## src/hdl/ksu_pkg.sv

```systemverilog
// shared types and constants for the k-subset unranking block
`timescale 1ns / 1ps

package ksu_pkg;

    localparam int RANK_W    = 64;
    localparam int MASK_W    = 64;
    localparam int BIN_W     = 64;
    localparam int CFG_W     = 7;
    localparam int CFG_IDX_W = 1;

    localparam logic [CFG_W-1:0] SET_SIZE_RESET    = 7'd43;
    localparam logic [CFG_W-1:0] SUBSET_SIZE_RESET = 7'd5;

    typedef enum logic [CFG_IDX_W-1:0] {
        CFG_SET_SIZE    = 1'b0,
        CFG_SUBSET_SIZE = 1'b1
    } cfg_idx_t;

    typedef struct packed {
        logic fill;
        logic load;
        logic total;
        logic check;
        logic scan;
        logic out_load;
    } ksu_cmd_t;

    typedef struct packed {
        logic fill_last;
        logic saturated;
        logic k_zero;
        logic scan_last;
    } ksu_status_t;

endpackage

```

## src/hdl/ksu_ctrl.sv

```systemverilog
// sequencing state machine for table fill, range check and position scan
`timescale 1ns / 1ps

module ksu_ctrl (
    input  logic                  aclk,
    input  logic                  aresetn,
    input  logic                  s_tvalid,
    output logic                  s_tready,
    output logic                  m_tvalid,
    input  logic                  m_tready,
    input  ksu_pkg::ksu_status_t  status,
    output ksu_pkg::ksu_cmd_t     cmd
);
    import ksu_pkg::*;

    typedef enum logic [6:0] {
        ST_FILL  = 7'b0000001,
        ST_DRAIN = 7'b0000010,
        ST_IDLE  = 7'b0000100,
        ST_TOTAL = 7'b0001000,
        ST_CHECK = 7'b0010000,
        ST_SCAN  = 7'b0100000,
        ST_DONE  = 7'b1000000
    } state_t;

    state_t state_reg, state_next;
    logic   m_tvalid_reg, m_tvalid_next;

    always_comb begin
        state_next    = state_reg;
        cmd           = '0;
        m_tvalid_next = m_tvalid_reg && !m_tready;
        case (state_reg)
            ST_FILL: begin
                cmd.fill = 1'b1;
                if (status.fill_last) begin
                    state_next = ST_DRAIN;
                end
            end
            ST_DRAIN: begin
                state_next = ST_IDLE;
            end
            ST_IDLE: begin
                if (s_tvalid) begin
                    cmd.load   = 1'b1;
                    state_next = ST_TOTAL;
                end
            end
            ST_TOTAL: begin
                cmd.total  = 1'b1;
                state_next = ST_CHECK;
            end
            ST_CHECK: begin
                cmd.check = 1'b1;
                if (status.saturated || status.k_zero) begin
                    state_next = ST_DONE;
                end else begin
                    state_next = ST_SCAN;
                end
            end
            ST_SCAN: begin
                cmd.scan = 1'b1;
                if (status.scan_last) begin
                    state_next = ST_DONE;
                end
            end
            ST_DONE: begin
                if (!m_tvalid_reg || m_tready) begin
                    cmd.out_load  = 1'b1;
                    m_tvalid_next = 1'b1;
                    state_next    = ST_IDLE;
                end
            end
            default: begin
                state_next = ST_FILL;
            end
        endcase
    end

    always_ff @(posedge aclk) begin
        if (!aresetn) begin
            state_reg    <= ST_FILL;
            m_tvalid_reg <= 1'b0;
        end else begin
            state_reg    <= state_next;
            m_tvalid_reg <= m_tvalid_next;
        end
    end

    assign s_tready = (state_reg == ST_IDLE);
    assign m_tvalid = m_tvalid_reg;

endmodule

```

## config.mk

```make
export PLATFORM = sky130hd
export DESIGN_NAME = ksu_ctrl
export DESIGN_NICKNAME = d
export VERILOG_FILES = /design/src/hdl/ksu_pkg.sv /design/src/hdl/ksu_ctrl.sv
export SDC_FILE = /design/constraint.sdc
export NUM_CORES = 1
export LEC_CHECK = 0
export BUFFER_PORTS_ARGS = -buffer_cell sky130_fd_sc_hd__buf_2
export CELL_PAD_IN_SITES_DETAIL_PLACEMENT = 1
export CELL_PAD_IN_SITES_GLOBAL_PLACEMENT = 1
export CORE_MARGIN = 1.5
export CORE_UTILIZATION = 34
export CTS_CLUSTER_DIAMETER = 60
export DETAILED_ROUTE_END_ITERATION = 16
export HOLD_SLACK_MARGIN = 0.05
export PLACE_DENSITY_LB_ADDON = 0.1
export SETUP_SLACK_MARGIN = 0.05
export SLEW_MARGIN = 20
export SYNTH_ARGS = -nofsm -noshare
export SYNTH_HDL_FRONTEND = slang
export SYNTH_SLANG_ARGS = --single-unit
```

## constraint.sdc

```tcl
create_clock -name aclk -period 2.11 [get_ports aclk]
set_clock_uncertainty 0.15 [all_clocks]
set_input_delay 0.422 -clock aclk [delete_from_list [all_inputs] [get_ports aclk]]
set_output_delay 0.422 -clock aclk [all_outputs]
set_load 0.01 [all_outputs]
```

==> qor.yml, run 1 <==
status: "completed"
finalNetCount: 99
core_area_sq_mm: 0.00149
slowest_delay_ps: 400
routed_via_density: 5.58
htree_levels: 1
critical_path_required_ps: 1540
drt-wirelength-per-cell_um: 15.4
cp-start-kind: "flop"
dieArea_sq_mm: 0.00182
dpl-instance-area_sq_um: 629
yosysSeqAreaShare_pct: 29.9
leakage_uw: 0.000336
start_util_pct: 36.0
period_needed_ps: 2110
syn2layout_area_growth_pct: 37.9
hpwl_um: 1110
drt_first_iter_violations: 5
cts_hold_buf: 0
fp.dieW_um: 42.7
crit_fanout: 7
crit_chain: "or3_4 -> nor4b_4 -> buf_2"
synth-edff-count: 0
setup_viol: 0
slowest_stage: "or3_4"
rsz0062_at_grt: "yes"
path_clk_slew_ps: 60
crit_path_end_kind: "primary output"
grt-ovfl-total: 0
clk_latency_ps: 260
path_class: "reg -> out"
ys.warnings.count: 0
placementRows: 14
grt_pass1_vias: 554
fmax_mhz: 475
dp_slack_ps: 209
final_cell_area_sq_um: 738
worst_pin_slew_ps: 444
drt_first_pass_iters: 4
synth_cell_type_count: 30
fin_crit_sh_pct: 99.9
postSynthNetCount: 75
avgSynthCellArea_sq_um: 7.99
largest_reg_flops: 7
grt_util_all_layers_pct: 19.4
port_buffers: 15
synth_flop_cell: "dfxtp_1"
routed_wl_um: 1620
ys_ff_latch: 8
grt_max_degree: 10
die_h_um: 42.7
grt_pass1_wl_um: 2580
antenna_found_initial: 0
cts_tree: "yes"
worst_ep_arrival_time_ps: 1540
relSlewSlack_pct: 70.4
hp-class: "in -> reg"
num_vias: 586
synth_cells: 67
syn_area_sq_um: 536
fin_ws_ps: 2.88
ir_drop_v: 0.000230
io_pins: 16
async_flop_share_pct: 0
cts.path.max_buffers: 2
root_buffer: "clkbuf_4"
cts_buffers: 3
drv_slew: 0
drcViolationCount: 0
finalHoldViolations: 0
max-cap-violations: 0
diodes: 0
power.density_mw_per_mm2: 498
antenna_left: 0
drive_gt1_share_pct: 42.7
cts_sinks: 8
gp_congestion: 0.790
## placed cells by master (no fill, tap or decap)
cell,n
nor4b_4,1
nand2b_1,3
dfxtp_4,2
nor3_2,1
and3_1,2
inv_1,4
nor2_4,1
nor3b_1,2
and2_1,1
dfxtp_1,4
o21ai_0,3
dfxtp_2,2
nand4_1,1
a21oi_1,2
nor3_1,1
o21ai_1,1
clkbuf_4,3
a221o_1,1
buf_2,15
o211ai_1,2
nand3_2,1
and2_4,1
nor2b_1,5
and4b_2,1
nand2_1,4
a311o_1,1
nor2_1,7
xor2_1,1
or3_4,1
o21bai_1,1
o2111a_1,1
o32ai_1,2
nor3_4,2
nand3_1,2
buf_4,6
a221oi_2,1
## what timing repair did
action	4_1_cts	5_1_grt
pin swaps	3	3
setup buffers	3	2
gates resized for setup	7	6
setup endpoints to repair	2	7
cloned	0	0
## layout make-up
class	instances	area, sq um
fillers	194	751
inverters	4	15.0
multi-input cells	53	390
well taps	16	20.0
clock buffers	3	22.5
flip-flops and latches	8	170
repair buffers	21	120
## critical path, delay by kind of cell, from the launching register on
family        cells  cell delay [ps]
simple gates      2              710
flops             1              360
buf+inv           1              200
## per-layer routing
| layer | part of all wire, % | up-vias | track usage (%) | wire length (um) |
|---|---|---|---|---|
| met5 | 0 | - | 0 | 0 |
| met4 | 1.7 | 0 | 7.50 | 27 |
| met3 | 3.3 | 4 | 5.11 | 53 |
| met2 | 51 | 11 | 31.5 | 832 |
| met1 | 44 | 278 | 24.3 | 703 |
| li1 | - | 293 | - | - |
## path summary, 6_finish.rpt
check,startpoint,to,slack [ps],cells after the start
setup / recovery,state_reg[2]$_SDFFE_PN0P_,cmd[5],3,3
hold / removal,status[3],state_reg[1]$_SDFFE_PN0P_,250,3
setup reg to reg,state_reg[3]$_SDFFE_PN0P_,state_reg[0]$_SDFFE_PN1P_,170,5
hold reg to reg,m_tvalid$_SDFF_PN0_,m_tvalid$_SDFF_PN0_,490,3
## Yosys cell counts, types with 2 or more instances
cell type | count | area share [%]
and3_1 | 2 | 2.3
nand2_1 | 4 | 2.8
o21ai_0 | 3 | 2.8
o211ai_1 | 2 | 2.8
inv_1 | 4 | 2.8
nand2b_1 | 3 | 3.5
nor2_1 | 7 | 4.9
nor3b_1 | 2 | 2.8
and2_1 | 2 | 2.3
nand3_1 | 3 | 2.8
dfxtp_1 | 8 | 30
nor2b_1 | 5 | 5.8
o32ai_1 | 2 | 3.3
nor3_1 | 3 | 2.8
a21oi_1 | 2 | 1.9
## kinds of logic (layout without fill, tap and decap cells)
logic type / Yosys count / count (layout) / share of synthesized area (%)
compound gates: 15 / 15 / 21.7
xor+xnor: 1 / 1 / 1.64
buf+inv: 6 / 28 / 4.44
flops: 8 / 8 / 29.9
simple gates: 37 / 37 / 42.3
## through the flow
| step | power [uW] | utilization (%) | hold slack [ps] | instances | TNS, ps |
|---|---|---|---|---|---|
| floorplan | 206 | - | 386 | 67 | 0 |
| global placement | 227 | 42.3 | 482 | 97 | 0 |
| detailed placement | 229 | 42.3 | 489 | 97 | 0 |
| CTS | 360 | 47.1 | 240 | 103 | 0 |
| global route | 387 | 49.6 | 266 | 105 | -82.1 |
| finish | 367 | 49.6 | 253 | 105 | 0 |
## report_power, final
group	total, uW	switching (uW)	internal, uW	leakage (uW)
clock network	125	59.4	65.6	0.0000138
logic	78.6	37.5	41.1	0.000256
registers	164	10.0	154	0.0000668
total	367	107	260	0.000336
Power figures use the tool's default switching activity.
==> run 2, diff against run 1 <==
- BUFFER_PORTS_ARGS: -buffer_cell sky130_fd_sc_hd__buf_2 -> unset
- CORE_UTILIZATION: 34 -> 41
- DONT_BUFFER_PORTS: unset -> 1
==> run 2 against run 1 <==
Effect of this change:
- global-route usage rose by 2.9 points
- via count fell by 10%
- power fell by 3.9%
- fmax rose by 0.99%
- register-to-register slack improved by 180 ps
- die area fell by 16%
- largest power group unchanged
==> qor.yml, run 2 (same netlist as run 1, synthesis figures left out) <==
crit_chain: "or3_4 -> nor3_4 -> nand3_2 -> inv_2"  # was or3_4 -> nor4b_4 -> buf_2
slowest_stage: "or3_4"  # unchanged
antenna_found_initial: 0  # unchanged
critical_path_required_ps: 1540  # about the same
fin_ws_ps: 23.5  # was 2.88 ps
seqPwrFrac_pct: 46.8  # was 44.6%
cts.path.max_buffers: 2  # unchanged
period_needed_ps: 2090  # was 2110 ps
syn2layout_area_growth_pct: 16.6  # was 37.9%
worst_pin_slew_ps: 434  # was 444 ps
placementRows: 12  # was 14
grt_max_degree: 10  # unchanged
ir_drop_v: 0.000259  # was 0.000230 V
root_buffer: "clkbuf_4"  # unchanged
dpl-instance-area_sq_um: 559  # was 629 sq um
routed_via_density: 6.18  # was 5.58
fmax_mhz: 479  # was 475 MHz
dieArea_sq_mm: 0.00153  # was 0.00182 sq mm
pwr-share-clk_pct: 36.6  # was 34.0%
final_common_cell: "nor2_1"  # was buf_2
core_area_sq_mm: 0.00116  # was 0.00149 sq mm
setup_viol: 0  # unchanged
final_cell_mix: "nor2_1 (7), dfxtp_1 (6), nor2b_1 (5)"  # was buf_2 (15), nor2_1 (7), buf_4 (6)
crit_fanout: 7  # unchanged
power_frac_comb_pct: 16.6  # was 21.4%
htree_levels: 1  # unchanged
crit_path_end_kind: "primary output"  # unchanged
drt_first_pass_iters: 2  # was 4
port_buffers: 0  # was 15
p_int_uw: 249  # was 260 uW
rsz0062_at_grt: "yes"  # unchanged
cp-start-kind: "flop"  # unchanged
slowest_delay_ps: 420  # was 400 ps
p_sw_uw: 104  # was 107 uW
switching_share_pct: 29.5  # was 29.1%
leakage_uw: 0.000242  # was 0.000336 uW
finalHoldViolations: 0  # unchanged
fin_crit_sh_pct: 98.9  # was 99.9%
power.density_mw_per_mm2: 566  # was 498 mW/mm^2
hp-class: "in -> reg"  # unchanged
hpwl_um: 1090  # was 1110 um
dp_slack_ps: 291  # was 209 ps
clk_latency_ps: 270  # was 260 ps
cts_hold_buf: 0  # unchanged
cts_tree: "yes"  # unchanged
max-cap-violations: 0  # unchanged
drcViolationCount: 0  # unchanged
status: "completed"  # unchanged
routed_wl_um: 1480  # was 1620 um
cts_sinks: 8  # unchanged
fp.dieW_um: 39.1  # was 42.7 um
drive_gt1_share_pct: 25.4  # was 42.7%
die_h_um: 39.1  # was 42.7 um
io_pins: 16  # unchanged
worst_ep_arrival_time_ps: 1510  # was 1540 ps
relSlewSlack_pct: 71.0  # was 70.4%
finalNetCount: 81  # was 99
final_cell_area_sq_um: 624  # was 738 sq um
drv_slew: 0  # unchanged
setup_tns_ps: 0  # unchanged
grt_pass1_wl_um: 2210  # was 2580 um
grt_util_all_layers_pct: 22.3  # was 19.4%
grt_pass1_vias: 479  # was 554
cts_buffers: 3  # unchanged
fin_total_pwr_uw: 353  # was 367 uW
timing.hold.ws_ps: 119  # was 253 ps
largest_reg_flops: 7  # unchanged
num_vias: 525  # was 586
gp_congestion: 0.815  # was 0.790
grt-ovfl-total: 0  # unchanged
start_util_pct: 46.3  # was 36.0%
drt_first_iter_violations: 7  # was 5
diodes: 0  # unchanged
antenna_left: 0  # unchanged
path_class: "reg -> out"  # unchanged
drt-wirelength-per-cell_um: 17.4  # was 15.4 um
path_clk_slew_ps: 60  # about the same
==> run 2: path summary, 6_finish.rpt <==
path	depth (start not counted)	endpoint	slack, ps	start
hold / removal	2	state_reg[1]$_SDFFE_PN0P_	120	status[3]
setup reg to reg	4	state_reg[0]$_SDFFE_PN1P_	350	state_reg[3]$_SDFFE_PN0P_
setup / recovery	4	cmd[2]	20	state_reg[3]$_SDFFE_PN0P_
hold reg to reg	2	state_reg[2]$_SDFFE_PN0P_	460	state_reg[2]$_SDFFE_PN0P_
==> run 2: power groups by stage <==
stage / Clock, uW / Sequential (uW) / Combinational [uW]
finish: 129 / 165 / 58.5
global placement: 0 / 168 / 46.9
floorplan: 0 / 166 / 40.3
global route: 139 / 166 / 64.2
CTS: 133 / 165 / 49.8
detailed placement: 0 / 169 / 49.2
==> run 2: stage by stage <==
stage | util [%] | cells
3_5_place_dp | 48.4 | 81
4_1_cts | 50.8 | 84
5_1_grt | 54.0 | 85
2_1_floorplan | - | 67
3_3_place_gp | 48.4 | 81
6_report | 54.0 | 85
==> run 2: per-layer routing <==
layer	GRT usage (%)	share of wire, %
met4	5.17	1.9
met1	28.2	45
met5	0	0
met2	33.8	48
met3	10.4	4.9
==> run 2: cell type report <==
type                            count  area (sq um)
Fill cell                         145           532
Timing Repair Buffer                3          22.5
Multi-Input combinational cell     53           382
Sequential cell                     8           165
Tap cell                           14          17.5
Inverter                            4          15.0
Clock buffer                        3          22.5
==> run 2: critical path, delay by kind of cell (launching register included) <==
family	cells	cell delay [ps]
simple gates	3	780
flops	1	360
buf+inv	1	110
==> run 2: repair_timing <==
action                     4_1_cts  5_1_grt
setup buffers                    0        1
gates cloned                     0        0
gates resized for setup          2        7
setup endpoints to repair        2        5
pin swaps                        0        3
